## src/hdl/pstc_pkg.sv

```systemverilog
// Shared constants, codes and types of the pixel saturation and tone curve block.
package pstc_pkg;

    localparam int unsigned CHAN_W      = 8;
    localparam int unsigned NUM_CHAN    = 3;
    localparam int unsigned ADDR_W      = 11;
    localparam int unsigned VIVID_W     = 9;
    localparam int unsigned STORE_DEPTH = 1280;
    localparam int unsigned TABLE_SIZE  = 256;
    localparam int unsigned PAGE_W      = 3;

    // Luma weights of the gray value, in 1/256 units.
    localparam logic [7:0] LUMA_R = 8'd77;
    localparam logic [7:0] LUMA_G = 8'd151;
    localparam logic [7:0] LUMA_B = 8'd28;

    localparam logic [VIVID_W-1:0] FULL_WEIGHT = 9'd256;

    typedef enum logic {
        OP_WRITE = 1'b0,
        OP_PIXEL = 1'b1
    } op_t;

    typedef enum logic [1:0] {
        CURVE_BYPASS  = 2'd0,
        CURVE_SHARED  = 2'd1,
        CURVE_CHANNEL = 2'd2,
        CURVE_CHAIN   = 2'd3
    } curve_mode_t;

    typedef enum logic {
        REG_CURVE_MODE = 1'b0,
        REG_VIVIDNESS  = 1'b1
    } reg_index_t;

    typedef logic [CHAN_W-1:0] chan_t;
    typedef chan_t [NUM_CHAN-1:0] rgb_t;

    // Control bits that travel with every pipeline slot.
    typedef struct packed {
        logic valid;
        logic pixel;
    } stage_ctl_t;

    // Curve store write carried by a table write transaction.
    typedef struct packed {
        logic [ADDR_W-1:0] addr;
        chan_t             data;
    } table_wr_t;

endpackage

```

## src/hdl/pstc_skid.sv

```systemverilog
// Output register with a skid stage so that input readiness never waits on m_ready.
module pstc_skid (
    input  logic            aclk,
    input  logic            aresetn,
    input  logic            in_valid,
    input  pstc_pkg::rgb_t  in_rgb,
    input  pstc_pkg::chan_t in_alpha,
    output logic            space,
    output logic            m_valid,
    input  logic            m_ready,
    output pstc_pkg::rgb_t  m_rgb,
    output pstc_pkg::chan_t m_alpha
);

    logic            out_valid_reg;
    logic            skid_valid_reg;
    pstc_pkg::rgb_t  out_rgb_reg, skid_rgb_reg;
    pstc_pkg::chan_t out_alpha_reg, skid_alpha_reg;
    logic            push;
    logic            out_free;

    assign space    = !skid_valid_reg;
    assign push     = in_valid && space;
    assign out_free = !out_valid_reg || m_ready;

    always_ff @(posedge aclk) begin
        if (!aresetn) begin
            out_valid_reg  <= 1'b0;
            skid_valid_reg <= 1'b0;
        end else if (out_free) begin
            out_valid_reg  <= skid_valid_reg || push;
            skid_valid_reg <= 1'b0;
        end else if (push) begin
            skid_valid_reg <= 1'b1;
        end
    end

    always_ff @(posedge aclk) begin
        if (out_free) begin
            if (skid_valid_reg) begin
                out_rgb_reg   <= skid_rgb_reg;
                out_alpha_reg <= skid_alpha_reg;
            end else begin
                out_rgb_reg   <= in_rgb;
                out_alpha_reg <= in_alpha;
            end
        end else if (push) begin
            skid_rgb_reg   <= in_rgb;
            skid_alpha_reg <= in_alpha;
        end
    end

    assign m_valid = out_valid_reg;
    assign m_rgb   = out_rgb_reg;
    assign m_alpha = out_alpha_reg;

endmodule

```

## config.mk

```make
export PLATFORM = sky130hd
export DESIGN_NAME = pstc_skid
export DESIGN_NICKNAME = d
export VERILOG_FILES = /design/src/hdl/pstc_pkg.sv /design/src/hdl/pstc_skid.sv
export SDC_FILE = /design/constraint.sdc
export NUM_CORES = 1
export LEC_CHECK = 0
export ABC_AREA = 1
export BUFFER_PORTS_ARGS = -buffer_cell sky130_fd_sc_hd__clkbuf_2
export CORE_ASPECT_RATIO = 0.8
export CORE_MARGIN = 2
export CORE_UTILIZATION = 30
export DETAILED_ROUTE_END_ITERATION = 6
export GPL_TIMING_DRIVEN = 1
export HOLD_SLACK_MARGIN = 0.06
export MAX_ROUTING_LAYER = met4
export RECOVER_POWER = 50
export SLEW_MARGIN = 30
export SYNTH_ARGS = -nofsm -noshare
export SYNTH_HDL_FRONTEND = slang
export SYNTH_SLANG_ARGS = --single-unit
```

## constraint.sdc

```tcl
create_clock -name aclk -period 4.7 [get_ports aclk]
set_input_delay 0.94 -clock aclk [delete_from_list [all_inputs] [get_ports aclk]]
set_output_delay 0.94 -clock aclk [all_outputs]
set_load 0.01 [all_outputs]
```

==> results by group <==
Yosys
  – Synth Area per Inst: 14.0 µm²
  – Synth cell types: 12
  – Synthesized Nets: about 220
  – Sequential area share after synthesis: 78.3%
  – Flops & latches, synth: 66
  – Syn. warnings: 0
  – Cells after synthesis: 179
  – Post-Syn Area: about 0.0025 mm²

CTS
  – CTS tree: done
  – CTS Sinks: 66
  – CTS buffer count: 9
  – Hold Buf Count CTS: 0
  – Max clock buf depth: 2
  – Post-CTS sizing: 0
  – Skew-Pair Late Insertion Delay: 0.33 ns
  – Root Driver: clkbuf_8
  – Clock transition at path regs: about 0.06 ns
  – H-tree Lvls: 3
  – Setup bufs post-CTS: 0

STA
  – Unrepaired setup endpoints after global routing: no
  – Fmax: about 330 MHz
  – Final setup fails: 0
  – Final hold slack: between 0.5 and 0.6 ns
  – Fin. max-slew vios: 0
  – Slew HR: under 10%
  – Worst Tran Pin Value: ~1.5 ns
  – Setup TNS: 0 ns
  – Final Hold Fails: 0
  – Tmin final: a little over 3 ns
  – Fin crit share: between 60 and 70%
  – Fin Clk Skew: a little under 0.006 ns

Worst setup path
  – Max Fanout on Critical Path: 33
  – Max incr delay on CP: 1.08 ns
  – Slowest CP cell: nor2_4
  – Startpoint types: input pin
  – Worst-case reg-to-reg path depth: 2
  – CP arrival: 3.00 ns
  – Crit Path Class: in2reg
  – Crit-path cells: clkbuf_2 -> inv_1 -> nand2_1 -> nor2_4
  – CP Capture Type: flop
  – WP data required: about 4.7 ns

Power and ir drop
  – Cell area power density: approximately 400 mW/mm²
  – VDD IR max: around 0.00022 V
  – Pleak: 0.00120 µW

Placed design
  – Buffers on Ports: 69
  – Post-DP Area: roughly 0.0029 mm²
  – Gp weighted congestion: approximately 0.64
  – DP Wirelength: 3080 µm

Final layout
  – Fin nets: approximately 290
  – # fillers: around 820
  – N_diodes: 0
  – Fin util: between 30% and 40%
  – Area grow syn2layout: 18.3%
  – Fin area: between 0.002 and 0.003 mm²
  – Layout cells sized above 1: about a fifth

Drt
  – Routed len/inst: 12.9 µm
  – DR pass1 iterations: 4
  – Vias per Instance: around 4.0
  – Routed vias: approximately 1.5k
  – Routed WL: approximately 4700 µm
  – DRC violations left: 0
  – Remaining antenna violation count: 0
  – Initial DRC Count: a little over 80

Floorplanning
  – Ports: 70
  – Row count: 29
  – Die W: 106 µm
  – Initial Util: between 30% and 40%
  – Die Span Y: roughly 86 µm
  – Die footprint: 0.00911 mm²
  – Core area: about 0.008 mm²

Min path
  – Hold depth: 2
  – Min-Delay Path Class: reg2reg

Global route
  – Largest net degree at the start of global routing: 36
  – Tot GR Track Use: between 10 and 15%
  – Gr ovfl total: 0
  – First-pass GRT wire length: approximately 7500 µm
  – Number of global-route vias before repair: 1,529
  – Antenna violations before repair: 0

Run status
  – Outcome: complete, no violations

Run
  – Max-Cap Viols: 0
-- critical path, delay by kind of cell --
family                 cells  cell delay [ns]
and+or+nand+nor            2             1.90
buffers and inverters      2             0.14
-- report_power, final --
| part | switching [µW] | total, µW | internal, µW |
|---|---|---|---|
| clock | 189 | 374 | 185 |
| sequential | 10.8 | 695 | 684 |
| combinational | 52.4 | 83.0 | 30.6 |
-- Yosys cell counts (all sizes together) --
master,count,area [µm²]
buf,7,88.8
dfxtp,2,40.0
edfxtp,64,1920
inv,2,15.0
nand2,99,419
nand3,1,5.00
nor2,3,11.3
o21ai,1,5.00
-- stage by stage --
| stage | power (µW) | setup slack [ns] | std cells |
|---|---|---|---|
| final | 1150 | 1.65 | 363 |
| after global routing | 1200 | 1.46 | 363 |
| after CTS | 1170 | 2.10 | 363 |
| after detailed placement | 800 | 1.75 | 349 |
| after global placement | 798 | 1.84 | 349 |
| after floorplan | 750 | 1.10 | 179 |
-- metal layers --
metal  wire [µm]  track usage (%)  vias to the layer above
met2        2220             17.8                       51
li1            -                -                      745
met5           0                -                        -
met1        2130             13.4                      667
met4          56             3.59                        0
met3         287             5.09                        6
-- cell type report --
| class | count | area [µm²] | share of cell area, % |
|---|---|---|---|
| multi-input combinational | 104 | 403 | 13.6 |
| clock inverter | 1 | 3.75 | 0.127 |
| timing repair buffer | 69 | 307 | 10.3 |
| tap | 108 | 135 | 4.56 |
| sequential | 66 | 1960 | 66.2 |
| clock buffer | 13 | 139 | 4.69 |
| inverter | 2 | 15.0 | 0.507 |
-- kinds of logic (layout without fill, tap and decap cells) --
family	count (synthesis)	after routing	synth area share, %
AOI/OAI and AO/OA	1	1	0.200
buffers and inverters	9	85	4.14
DFF	66	66	78.3
and+or+nand+nor	103	103	17.4
-- cells in the final DEF, fill, tap and decap left out --
cell type	count
inv_1	1
dfxtp_1	2
inv_8	1
clkbuf_1	35
o21ai_0	1
nor2_4	1
clkbuf_8	9
clkbuf_2	38
nand2_1	98
nand2_2	1
nor2_1	2
clkinv_1	1
nand3_1	1
edfxtp_1	64
-- worst paths after layout --
kind | slack [ns] | from | endpoint
setup reg to reg | 2.04 | m_valid | skid_rgb_reg[17]
setup / recovery | 1.65 | m_ready | skid_rgb_reg[17]
hold / removal | 0.52 | skid_rgb_reg[0] | m_rgb[0]
hold reg to reg | 0.52 | skid_rgb_reg[0] | m_rgb[0]
No activity file was read; power rests on OpenSTA's default activity.
