**src/hdl/pstc_pkg.sv**
```systemverilog
// Shared constants, codes and types of the pixel saturation and tone curve block.
package pstc_pkg;

    localparam int unsigned CHAN_W      = 8;
    localparam int unsigned NUM_CHAN    = 3;
    localparam int unsigned ADDR_W      = 11;
    localparam int unsigned VIVID_W     = 9;
    localparam int unsigned STORE_DEPTH = 1280;
    localparam int unsigned TABLE_SIZE  = 256;
    localparam int unsigned PAGE_W      = 3;

    // Luma weights of the gray value, in 1/256 units.
    localparam logic [7:0] LUMA_R = 8'd77;
    localparam logic [7:0] LUMA_G = 8'd151;
    localparam logic [7:0] LUMA_B = 8'd28;

    localparam logic [VIVID_W-1:0] FULL_WEIGHT = 9'd256;

    typedef enum logic {
        OP_WRITE = 1'b0,
        OP_PIXEL = 1'b1
    } op_t;

    typedef enum logic [1:0] {
        CURVE_BYPASS  = 2'd0,
        CURVE_SHARED  = 2'd1,
        CURVE_CHANNEL = 2'd2,
        CURVE_CHAIN   = 2'd3
    } curve_mode_t;

    typedef enum logic {
        REG_CURVE_MODE = 1'b0,
        REG_VIVIDNESS  = 1'b1
    } reg_index_t;

    typedef logic [CHAN_W-1:0] chan_t;
    typedef chan_t [NUM_CHAN-1:0] rgb_t;

    // Control bits that travel with every pipeline slot.
    typedef struct packed {
        logic valid;
        logic pixel;
    } stage_ctl_t;

    // Curve store write carried by a table write transaction.
    typedef struct packed {
        logic [ADDR_W-1:0] addr;
        chan_t             data;
    } table_wr_t;

endpackage

```
**src/hdl/pstc_blend.sv**
```systemverilog
// Gray value and saturation blend: the first two pipeline stages.
module pstc_blend (
    input  logic                          aclk,
    input  logic                          aresetn,
    input  logic                          en,
    input  logic [pstc_pkg::VIVID_W-1:0]  vividness,
    input  pstc_pkg::stage_ctl_t          in_ctl,
    input  pstc_pkg::rgb_t                in_rgb,
    input  pstc_pkg::chan_t               in_alpha,
    input  pstc_pkg::table_wr_t           in_wr,
    output pstc_pkg::stage_ctl_t          out_ctl,
    output pstc_pkg::rgb_t                out_rgb,
    output pstc_pkg::chan_t               out_alpha,
    output pstc_pkg::table_wr_t           out_wr
);

    pstc_pkg::stage_ctl_t ctl1_reg, ctl2_reg;
    pstc_pkg::rgb_t       rgb1_reg, rgb2_reg;
    pstc_pkg::chan_t      alpha1_reg, alpha2_reg;
    pstc_pkg::table_wr_t  wr1_reg, wr2_reg;
    pstc_pkg::chan_t      gray1_reg;

    logic [15:0]                   gray_sum;
    logic                          keep_colour;
    logic [pstc_pkg::VIVID_W-1:0]  colour_weight;
    logic [pstc_pkg::VIVID_W-1:0]  gray_weight;
    logic [15:0]                   blend_sum [pstc_pkg::NUM_CHAN];
    pstc_pkg::rgb_t                rgb2_next;

    assign gray_sum = 16'(in_rgb[0]) * 16'(pstc_pkg::LUMA_R)
                    + 16'(in_rgb[1]) * 16'(pstc_pkg::LUMA_G)
                    + 16'(in_rgb[2]) * 16'(pstc_pkg::LUMA_B);

    // Any weight of 256 or more leaves the colour unchanged.
    assign keep_colour   = vividness[pstc_pkg::VIVID_W-1];
    assign colour_weight = {1'b0, vividness[pstc_pkg::VIVID_W-2:0]};
    assign gray_weight   = pstc_pkg::FULL_WEIGHT - colour_weight;

    always_comb begin
        for (int i = 0; i < pstc_pkg::NUM_CHAN; i++) begin
            blend_sum[i] = 16'(gray1_reg) * 16'(gray_weight)
                         + 16'(rgb1_reg[i]) * 16'(colour_weight);
            rgb2_next[i] = keep_colour ? rgb1_reg[i] : blend_sum[i][15:8];
        end
    end

    always_ff @(posedge aclk) begin
        if (!aresetn) begin
            ctl1_reg <= '0;
            ctl2_reg <= '0;
        end else if (en) begin
            ctl1_reg <= in_ctl;
            ctl2_reg <= ctl1_reg;
        end
    end

    always_ff @(posedge aclk) begin
        if (en) begin
            rgb1_reg   <= in_rgb;
            alpha1_reg <= in_alpha;
            wr1_reg    <= in_wr;
            gray1_reg  <= gray_sum[15:8];
            rgb2_reg   <= rgb2_next;
            alpha2_reg <= alpha1_reg;
            wr2_reg    <= wr1_reg;
        end
    end

    assign out_ctl   = ctl2_reg;
    assign out_rgb   = rgb2_reg;
    assign out_alpha = alpha2_reg;
    assign out_wr    = wr2_reg;

endmodule

```
**config.mk**
```make
export PLATFORM = sky130hd
export DESIGN_NAME = pstc_blend
export DESIGN_NICKNAME = d
export VERILOG_FILES = /design/src/hdl/pstc_pkg.sv /design/src/hdl/pstc_blend.sv
export SDC_FILE = /design/constraint.sdc
export NUM_CORES = 1
export LEC_CHECK = 0
export CORE_MARGIN = 2
export CORE_UTILIZATION = 60
export CTS_BUF_LIST = sky130_fd_sc_hd__clkbuf_4 sky130_fd_sc_hd__clkbuf_8 sky130_fd_sc_hd__clkbuf_16
export CTS_CLUSTER_DIAMETER = 100
export DETAILED_ROUTE_END_ITERATION = 6
export DONT_BUFFER_PORTS = 1
export PLACE_DENSITY = 0.85
export RECOVER_POWER = 50
export SYNTH_ARGS = -nofsm -noshare
export SYNTH_HDL_FRONTEND = slang
export SYNTH_SLANG_ARGS = --single-unit
```
**constraint.sdc**
```tcl
create_clock -name aclk -period 30.1 [get_ports aclk]
set_input_delay 6.02 -clock aclk [delete_from_list [all_inputs] [get_ports aclk]]
set_output_delay 6.02 -clock aclk [all_outputs]
set_load 0.1 [all_outputs]
```
==> metrics.md, run 1 <==
| Metric | Value |
|---|---|
| Slew at the pin with the worst max-slew slack | 0.984 ns |
| Required time reported for the critical path endpoint | 30.27 ns |
| Initial standard-cell utilization of the core | 0.609 |
| Remaining antenna violation count | 0 |
| Antenna Cells | 0 |
| Hold-fix buffers, CTS | 0 |
| Max Transition Viols Final | 0 |
| Combinational family with the most area after synthesis | adder cells |
| Status | complete, no violations |
| Share of cells above drive strength 1 | 0.0319 |
| Share of synthesized flip-flops with an asynchronous set or reset | 0 |
| Most frequent standard cell in the layout excluding fill and tap cells | sky130_fd_sc_hd__inv_1 |
| Floorplan die width | 166 µm |
| Number of enable flip-flop cells after synthesis | 110 |
| Number of gates resized after CTS | 0 |
| Final-stage net count | 2037 |
| TritonCTS clock tree | yes |
| Number of H-tree branching levels | 4 |
| Detailed placer's ending HPWL | 26500 µm |
| Violation count after the first detailed-route iteration | 783 |
| Pin count of the biggest net entering global routing | 115 |
| Worst clock skew | 0.0162 ns |
| Core region area | 0.0260 mm² |
| Post-placement cell count | 1838 |
| Min-Delay Path Class | register to register |
| Die area | 0.0277 mm² |
| Post-CTS setup buffers | 0 |
| Clock Tree Buf Depth | 2 |
| Via count of the first global-routing pass | 11800 |
| Final weighted congestion in routability-driven placement | 0.916 |
| Highest net fanout along the worst path | 33 |
| Remaining global-route overflow | 0 |
| Tmin final | 13.90 ns |
| Layout filler cell count | 1941 |
| Slowest library cell on the worst path | sky130_fd_sc_hd__xnor2_1 |
| Setup-violating endpoint count in the final report | 0 |
| Number of DRC violations after detailed routing | 0 |
| Total of buffers placed on input and output ports | 0 |
| Complex-gate fraction of the synthesized area | 0.0522 |
| Synth unique cells | 48 |
| Worst-case setup margin in the final layout | 16.20 ns |
| Count of endpoints failing hold in the final timing report | 0 |
| Number of rows in the core area | 59 |
| Routed Wire Length | 34900 µm |
| Delay of the slowest critical-path stage | 0.65 ns |
| Number of vias per cell | 5.68 |
| Synthesized netlist net count | 2063 |
| Length of the first detailed-routing pass in iterations | 6 |
| Synth Area in XOR/XNOR | 0.0348 |
| Post-synthesis instance area | 0.0158 mm² |
| Synth Area in Adders | 0.474 |
| Die outline height | 166 µm |
| Number of synthesized register bits | 114 |
| Number of clock buffers inserted by TritonCTS | 17 |
| Worst rel slew slack | 0.343 |
| Layout overhead on the synthesized area | 5.21% |
| Clock tree root driver cell | sky130_fd_sc_hd__clkbuf_16 |
| RSZ-0062 raised after global routing | no |
| Mean Syn Cell Area | 10.2 µm² |
| CP dominant cell by count | sky130_fd_sc_hd__fa_1 |
| Wire per inst | 18.7 µm |
| Fraction of the core area covered by cells at the end of the flow | 0.641 |
| Clock-pin slew on the worst setup and hold paths | 0.07 ns |
| Commonest non-fill, non-tap cells in the layout | sky130_fd_sc_hd__inv_1 (345), sky130_fd_sc_hd__fa_1 (250), sky130_fd_sc_hd__ha_1 (200) |
| Number of max-cap violations | 0 |
| Arrival time of the worst setup path | 14.06 ns |
| I/O pin count | 118 |
| Most used flip-flop cell after synthesis | sky130_fd_sc_hd__edfxtp_1 |
| Minimum setup slack after placement | 15.87 ns |
| Clock Sinks | 114 |
| Critical path startpoint category | input pin |
| Total of warnings raised by yosys | 0 |
| Via total after detailed routing | 10600 |
| Class of the most critical setup path | input pin to register |
| Number of antenna violations at the first check in global routing | 0 |
| Mux cell area share after synthesis | 0.00316 |
| Sort of element at the end of the critical path | register |
| Area fraction in and, or, nand and nor cells after synthesis | 0.129 |
| Highest attainable clock frequency | 71.9 MHz |
| Number of cells in the finished layout apart from fillers | 1870 |
| First-pass GRT wire length | 59100 µm |
| Total GRT Usage | 0.268 |
| Post-Syn Instances | 1548 |
| Worst-Skew Late Latency | 0.43 ns |
| Sequential area share after synthesis | 0.214 |
| Part of the cycle the worst path needs | 0.462 |
| Final-layout setup total negative slack | 0 ns |
kinds of logic after synthesis:
group	Yosys count
xor gates and xnor gates	62
buffers and inverters	390
DFF	114
AOI/OAI and AO/OA	137
muxes	5
adders and majority gates	450
and+or+nand+nor	390
routing by layer:
metal | GRT usage | vias up | wire (µm)
met4 | 0.108 | 0 | 1240
met2 | 0.469 | 415 | 18000
li1 | - | 4765 | -
met5 | 0 | - | 0
met1 | 0.334 | 5352 | 13400
met3 | 0.0428 | 90 | 2350
cell type report:
class / count / area (µm²) / share of cell area
multi-input combinational: 1044 / 11000 / 0.659
clock buffer: 17 / 425 / 0.0255
tap: 335 / 419 / 0.0252
clock inverter: 15 / 158 / 0.00947
sequential: 114 / 3380 / 0.203
inverter: 345 / 1290 / 0.0778
synthesized netlist by cell type, types with 7 or more instances:
master | n | area share
sky130_fd_sc_hd__a21o_1 | 12 | 0.0057
sky130_fd_sc_hd__a21oi_1 | 38 | 0.012
sky130_fd_sc_hd__and2_1 | 139 | 0.055
sky130_fd_sc_hd__and2_2 | 9 | 0.0043
sky130_fd_sc_hd__buf_1 | 10 | 0.0024
sky130_fd_sc_hd__clkbuf_1 | 33 | 0.0078
sky130_fd_sc_hd__edfxtp_1 | 110 | 0.21
sky130_fd_sc_hd__fa_1 | 250 | 0.32
sky130_fd_sc_hd__ha_1 | 200 | 0.16
sky130_fd_sc_hd__inv_1 | 345 | 0.082
sky130_fd_sc_hd__nand2_1 | 160 | 0.038
sky130_fd_sc_hd__nand3_1 | 9 | 0.0028
sky130_fd_sc_hd__nor2_1 | 19 | 0.0045
sky130_fd_sc_hd__nor2b_1 | 7 | 0.0028
sky130_fd_sc_hd__nor3_1 | 7 | 0.0022
sky130_fd_sc_hd__o21a_1 | 13 | 0.0062
sky130_fd_sc_hd__o21ai_0 | 38 | 0.012
sky130_fd_sc_hd__xnor2_1 | 36 | 0.020
sky130_fd_sc_hd__xor2_1 | 25 | 0.014
stage by stage:
step,area (µm²),hold WS [ns]
after global routing,16700,0.423
after CTS,16700,0.412
after detailed placement,16100,0.405
after floorplan,15800,0.400
final,16700,0.412
after global placement,16100,0.400
worst paths after layout:
check	start	endpoint	slack, ns	cells past startpoint
max	vividness[0]	out_rgb[22]$_DFFE_PP_	16.20	28
min	alpha1_reg[7]$_DFFE_PP_	out_alpha[7]$_DFFE_PP_	0.41	0
max reg2reg	gray1_reg[2]$_DFFE_PP_	out_rgb[22]$_DFFE_PP_	22.26	24
min reg2reg	alpha1_reg[7]$_DFFE_PP_	out_alpha[7]$_DFFE_PP_	0.41	0
critical path: cells and delay by family:
family / cells / cell delay, ns
adders and majority gates: 10 / 4.33
AOI/OAI and AO/OA: 6 / 1.20
and+or+nand+nor: 4 / 0.91
xor gates and xnor gates: 3 / 1.35
buffers and inverters: 5 / 0.23
Power of run 1 is left out: the tool's default activity adds up to more than one toggle a clock period on the data nets, which glitch-free logic cannot reach.
==> run 2, diff against run 1 <==
Clock period 30.1 ns to 12.85 ns, I/O delays scaled along.
==> metrics.md, run 2 (synthesis results as in run 1) <==
| Metric | Value |
|---|---|
| Status | complete, no violations |
| Crit path buf inv count | 5 (unchanged) |
| Die outline height | 166 µm (unchanged) |
| Final weighted congestion in routability-driven placement | 0.916 (about the same) |
| Number of H-tree branching levels | 4 (unchanged) |
| Number of gates resized after CTS | 0 (unchanged) |
| Core region area | 0.0260 mm² (unchanged) |
| Final-stage net count | 2037 (unchanged) |
| Critical path startpoint category | input pin |
| Worst rel slew slack | 0.347 (+0.00405) |
| First-pass GRT wire length | 58700 µm (-0.64%) |
| Number of DRC violations after detailed routing | 0 (unchanged) |
| Layout overhead on the synthesized area | 5.14% (about the same) |
| Share of cells above drive strength 1 | 0.0319 (unchanged) |
| Number of max-cap violations | 0 (unchanged) |
| Remaining global-route overflow | 0 (unchanged) |
| Detailed placer's ending HPWL | 26600 µm (+0.38%) |
| Length of the first detailed-routing pass in iterations | 5 (-1) |
| Class of the most critical setup path | input pin to register |
| Via total after detailed routing | 10500 (-0.74%) |
| Routed Wire Length | 34800 µm (-0.16%) |
| Floorplan die width | 166 µm (unchanged) |
| Clock tree root driver cell | sky130_fd_sc_hd__clkbuf_16 |
| Slowest library cell on the worst path | sky130_fd_sc_hd__fa_1 |
| FF+latch area | 0.00338 mm² (unchanged) |
| Min-Delay Path Class | register to register |
| Worst-Skew Late Latency | 0.43 ns (about the same) |
| Max Transition Viols Final | 0 (unchanged) |
| Highest attainable clock frequency | 95.7 MHz |
| TritonCTS clock tree | yes |
| Most frequent standard cell in the layout excluding fill and tap cells | sky130_fd_sc_hd__inv_1 |
| RSZ-0062 raised after global routing | no |
| Via count of the first global-routing pass | 11600 (-0.99%) |
| Tmin final | 10.44 ns |
| Total area of multi-input combinational cells | 0.0110 mm² (unchanged) |
| Hold-fix buffers, CTS | 0 (unchanged) |
| Clock Sinks | 114 (unchanged) |
| Total of buffers placed on input and output ports | 0 (unchanged) |
| Delay of the slowest critical-path stage | 0.57 ns (-0.08 ns) |
| Layout filler cell count | 1944 (+0.15%) |
| Wire per inst | 18.6 µm (-0.16%) |
| Sort of element at the end of the critical path | register |
| I/O pin count | 118 (unchanged) |
| Cell Area, Placed | 0.0161 mm² (unchanged) |
| Number of cells in the finished layout apart from fillers | 1870 (unchanged) |
| Part of the cycle the worst path needs | 0.813 |
| Initial standard-cell utilization of the core | 0.609 (unchanged) |
| Pin count of the biggest net entering global routing | 115 (unchanged) |
| Die area | 0.0277 mm² (unchanged) |
| Arrival time of the worst setup path | 10.62 ns (-3.44 ns) |
| Count of endpoints failing hold in the final timing report | 0 (unchanged) |
| Number of rows in the core area | 59 (unchanged) |
| Clock Tree Buf Depth | 2 (unchanged) |
| Kind of cell with the highest combined delay on the critical path | adder cells |
| Number of clock buffers inserted by TritonCTS | 17 (unchanged) |
| Required time reported for the critical path endpoint | 13.03 ns (-17.24 ns) |
| Final-layout setup total negative slack | 0 ns (unchanged) |
| Commonest non-fill, non-tap cells in the layout | sky130_fd_sc_hd__inv_1 (345), sky130_fd_sc_hd__fa_1 (250), sky130_fd_sc_hd__ha_1 (200) |
| Highest net fanout along the worst path | 33 (unchanged) |
| Total GRT Usage | 0.267 (-0.00120) |
| Worst clock skew | 0.0183 ns (+0.00209 ns) |
| Slew at the pin with the worst max-slew slack | 0.978 ns (-0.00607 ns) |
| Setup-violating endpoint count in the final report | 0 (unchanged) |
| Clock-pin slew on the worst setup and hold paths | 0.07 ns (about the same) |
| Post-CTS setup buffers | 0 (unchanged) |
| Number of antenna violations at the first check in global routing | 1 (+1) |
| Antenna Cells | 0 (unchanged) |
| Violation count after the first detailed-route iteration | 709 (-9.5%) |
| Remaining antenna violation count | 0 (unchanged) |
| Number of vias per cell | 5.64 (-0.74%) |
| CP dominant cell by count | sky130_fd_sc_hd__fa_1 |
| Post-placement cell count | 1838 (unchanged) |
| Post-route design area | 0.0166 mm² (about the same) |
run 2: cell count changes in the layout (fill, tap and decap cells not counted):
cell / delta
sky130_fd_sc_hd__clkinv_2: +2
sky130_fd_sc_hd__clkinv_4: +2
sky130_fd_sc_hd__clkinvlp_4: -1
sky130_fd_sc_hd__inv_6: -1
sky130_fd_sc_hd__inv_8: -2
run 2: worst paths after layout:
kind | cells after the start | end | slack (ns) | startpoint
max | 27 | out_rgb[15]$_DFFE_PP_ | 2.41 | vividness[0]
min | 0 | out_wr[14]$_DFFE_PP_ | 0.41 | wr1_reg[14]$_DFFE_PP_
max reg2reg | 23 | out_rgb[15]$_DFFE_PP_ | 5.04 | gray1_reg[2]$_DFFE_PP_
min reg2reg | 0 | out_wr[14]$_DFFE_PP_ | 0.41 | wr1_reg[14]$_DFFE_PP_
run 2: per-stage QoR:
stage               utilization  hold WS, ns  setup slack [ns]
global route              0.641        0.417              1.96
CTS                       0.641        0.411              2.47
detailed placement        0.619        0.405              2.03
floorplan                     -        0.400              2.42
global placement          0.619        0.400              2.32
finish                    0.641        0.409              2.41
run 2: cell type report:
class,count,area share
clock inverter,15,0.00880
tap,335,0.0252
inverter,345,0.0778
clock buffer,17,0.0256
multi-input combinational,1044,0.659
sequential,114,0.203
run 2: metal layers:
metal	global-route usage	vias up	routed length, µm
met5	0	-	13
li1	-	4767	-
met2	0.466	390	17800
met4	0.105	2	1220
met3	0.0409	93	2160
met1	0.335	5291	13600
Power of run 2 is left out for the same reason.
==> run 3, diff against run 2 <==
Settings changed: ABC_AREA set to 1, PLACE_DENSITY 0.85 to 0.88.
Clock period 12.85 ns to 8.9 ns, I/O delays scaled along.
==> metrics.md, run 3 <==
| Metric | Value |
|---|---|
| Synthesized netlist net count | 2424 (+17%) |
| Detailed placer's ending HPWL | 30100 µm (+13%) |
| Most used flip-flop cell after synthesis | sky130_fd_sc_hd__edfxtp_1 |
| Class of the most critical setup path | input pin to register |
| Total GRT Usage | 0.288 (+0.0208) |
| Most frequent standard cell in the layout excluding fill and tap cells | sky130_fd_sc_hd__inv_1 |
| Final-stage net count | 2424 (+19%) |
| Clock Sinks | 114 (unchanged) |
| Length of the first detailed-routing pass in iterations | 7 (+2) |
| Die area | 0.0291 mm² (+5.1%) |
| Post-Syn Instances | 1909 (+23%) |
| Final weighted congestion in routability-driven placement | 0.939 (+2.5%) |
| Remaining antenna violation count | 0 (unchanged) |
| Complex-gate fraction of the synthesized area | 0.0318 (-0.0204) |
| Min-Delay Path Class | register to register |
| Antenna Cells | 0 (unchanged) |
| Number of synthesized register bits | 114 (unchanged) |
| Total of buffers placed on input and output ports | 0 (unchanged) |
| Highest attainable clock frequency | 116 MHz |
| Via count of the first global-routing pass | 13700 (+17%) |
| Tmin final | 8.63 ns |
| Synth Area in Adders | 0.451 (-0.0237) |
| Post-synthesis instance area | 0.0167 mm² (+5.3%) |
| Library cell occupying the most area in the post-synthesis netlist | sky130_fd_sc_hd__fa_1 |
| Sort of element at the end of the critical path | register |
| Crit path buf inv count | 8 (+3) |
| Number of max-cap violations | 0 (unchanged) |
| Mux cell area share after synthesis | 0 (-0.00316) |
| Highest net fanout along the worst path | 27 (-18%) |
| Core region area | 0.0276 mm² (+6.0%) |
| Total of warnings raised by yosys | 0 (unchanged) |
| Clock tree root driver cell | sky130_fd_sc_hd__clkbuf_16 |
| Worst rel slew slack | 0.336 (-0.0116) |
| Number of cells in the finished layout apart from fillers | 2300 (+23%) |
| Slowest library cell on the worst path | sky130_fd_sc_hd__fa_1 |
| Clock-pin slew on the worst setup and hold paths | 0.06 ns (about the same) |
| Wire per inst | 17.1 µm (-8.1%) |
| Worst-Skew Late Latency | 0.43 ns (about the same) |
| Number of antenna violations at the first check in global routing | 0 (-1) |
| FF+latch area | 0.00338 mm² (unchanged) |
| Post-placement cell count | 2261 (+23%) |
| Kind of cell with the highest combined delay on the critical path | adder cells |
| Part of the cycle the worst path needs | 0.969 |
| Violation count after the first detailed-route iteration | 1131 (+60%) |
| Delay of the slowest critical-path stage | 0.54 ns (-0.03 ns) |
| Sequential area share after synthesis | 0.203 (-0.0107) |
| Final-layout setup total negative slack | 0 ns (unchanged) |
| Slew at the pin with the worst max-slew slack | 0.998 ns (+0.0208 ns) |
| Area fraction in and, or, nand and nor cells after synthesis | 0.154 (+0.0252) |
| Hold-fix buffers, CTS | 0 (unchanged) |
| Layout overhead on the synthesized area | 7.10% |
| Number of vias per cell | 5.42 (-3.8%) |
| Die outline height | 171 µm (+2.5%) |
| Total area of multi-input combinational cells | 0.0111 mm² (+0.93%) |
| Floorplan die width | 171 µm (+2.5%) |
| Routed Wire Length | 39400 µm (+13%) |
| Number of clock buffers inserted by TritonCTS | 17 (unchanged) |
| Number of DRC violations after detailed routing | 1 (+1) |
| Status | complete, but fails checks |
| Commonest non-fill, non-tap cells in the layout | sky130_fd_sc_hd__inv_1 (541), sky130_fd_sc_hd__nand2_1 (425), sky130_fd_sc_hd__fa_1 (249) |
| TritonCTS clock tree | yes |
| Share of synthesized flip-flops with an asynchronous set or reset | 0 (unchanged) |
| Max Transition Viols Final | 0 (unchanged) |
| Clock Tree Buf Depth | 2 (unchanged) |
| Number of rows in the core area | 61 (+3.4%) |
| Synth Area in XOR/XNOR | 0.0221 (-0.0127) |
| Combinational family with the most area after synthesis | adder cells |
| Critical path startpoint category | input pin |
| Remaining global-route overflow | 0 (unchanged) |
| List of most frequent post-synthesis cells | sky130_fd_sc_hd__inv_1 (545), sky130_fd_sc_hd__nand2_1 (425), sky130_fd_sc_hd__fa_1 (250) |
| Cell types occupying the most area after synthesis | sky130_fd_sc_hd__fa_1 (30%), sky130_fd_sc_hd__edfxtp_1 (20%), sky130_fd_sc_hd__ha_1 (15%), sky130_fd_sc_hd__inv_1 (12%), sky130_fd_sc_hd__nand2_1 (9.6%) |
| Share of Yosys cell area claimed by the top area cell type | 0.300 (-0.0158) |
| Number of H-tree branching levels | 4 (unchanged) |
| Most frequently used cell type in the post-synthesis netlist | sky130_fd_sc_hd__inv_1 |
| Mean Syn Cell Area | 8.73 µm² (-15%) |
| First-pass GRT wire length | 65200 µm (+11%) |
| Layout filler cell count | 2047 (+5.3%) |
| Setup-violating endpoint count in the final report | 0 (unchanged) |
| Via total after detailed routing | 12500 (+18%) |
| Required time reported for the critical path endpoint | 9.07 ns (-3.96 ns) |
| Arrival time of the worst setup path | 8.80 ns (-1.82 ns) |
| Worst clock skew | 0.0157 ns (-0.00257 ns) |
| Number of enable flip-flop cells after synthesis | 110 (unchanged) |
| I/O pin count | 118 (unchanged) |
| Share of cells above drive strength 1 | 0.0697 (+0.0378) |
| Pin count of the biggest net entering global routing | 116 (+0.87%) |
| Violations in the final reports | DRC |
| Count of endpoints failing hold in the final timing report | 0 (unchanged) |
| Synth unique cells | 46 (-4.2%) |
| CP dominant cell by count | sky130_fd_sc_hd__fa_1 |
| Initial standard-cell utilization of the core | 0.605 (-0.00447) |
## run 3: cell count changes after synthesis, moves of 11 or more
cell | previous run | this run
sky130_fd_sc_hd__xnor2_1 | 36 | 20
sky130_fd_sc_hd__nor2_1 | 19 | 81
sky130_fd_sc_hd__nand3_1 | 9 | 53
sky130_fd_sc_hd__o21a_1 | 13 | 2
sky130_fd_sc_hd__o21ai_0 | 38 | 23
sky130_fd_sc_hd__and2_1 | 139 | 0
sky130_fd_sc_hd__nand2_1 | 160 | 425
sky130_fd_sc_hd__inv_1 | 345 | 545
## run 3: final timing paths
check                                            start                    end  slack (ns)  cells past startpoint
worst max-delay path                      vividness[2]  out_rgb[11]$_DFFE_PP_        0.27                     33
worst max register to register  gray1_reg[3]$_DFFE_PP_  out_rgb[11]$_DFFE_PP_        1.39                     27
worst min register to register   wr1_reg[11]$_DFFE_PP_   out_wr[11]$_DFFE_PP_        0.42                      0
worst min-delay path             wr1_reg[11]$_DFFE_PP_   out_wr[11]$_DFFE_PP_        0.42                      0
## run 3: stage by stage
stage	hold slack, ns	utilization	area, µm²	setup slack, ns
global route	0.430	0.648	17800	-0.0230
detailed placement	0.405	0.623	17200	-0.417
finish	0.417	0.648	17800	0.272
global placement	0.400	0.623	17200	0.0135
floorplan	0.400	-	16700	0.000605
CTS	0.418	0.644	17800	0.0408
## run 3: logic make-up (layout without fill, tap and decap cells)
| group | Yosys count | in the layout |
|---|---|---|
| buffers and inverters | 605 | 618 |
| XOR/XNOR | 39 | 39 |
| AND/OR/NAND/NOR | 610 | 610 |
| AO/OA/AOI/OAI | 91 | 91 |
| flip-flops | 114 | 114 |
| adder cells (fa/ha/maj) | 450 | 450 |
## run 3: area by class of cell
cell class,instances,area share
Clock buffer,18,0.0246
Clock inverter,14,0.00799
Inverter,551,0.116
Tap cell,378,0.0265
Timing Repair Buffer,35,0.0147
Multi-Input combinational cell,1190,0.621
Sequential cell,114,0.190
## run 3: timing repair
item / CTS / global route
setup endpoints to repair: 1 / 15
gates resized for setup: 1 / 13
pin swaps: 0 / 5
setup buffers: 0 / 7
endpoints found under the hold margin: 0 / 0
## run 3: metal layers
metal,up-vias,track usage,part of all wire
li1,5641,-,-
met1,6021,0.350,0.37
met2,669,0.487,0.49
met3,141,0.0643,0.097
met4,0,0.138,0.045
met5,-,0,0
Power of run 3 is left out for the same reason.
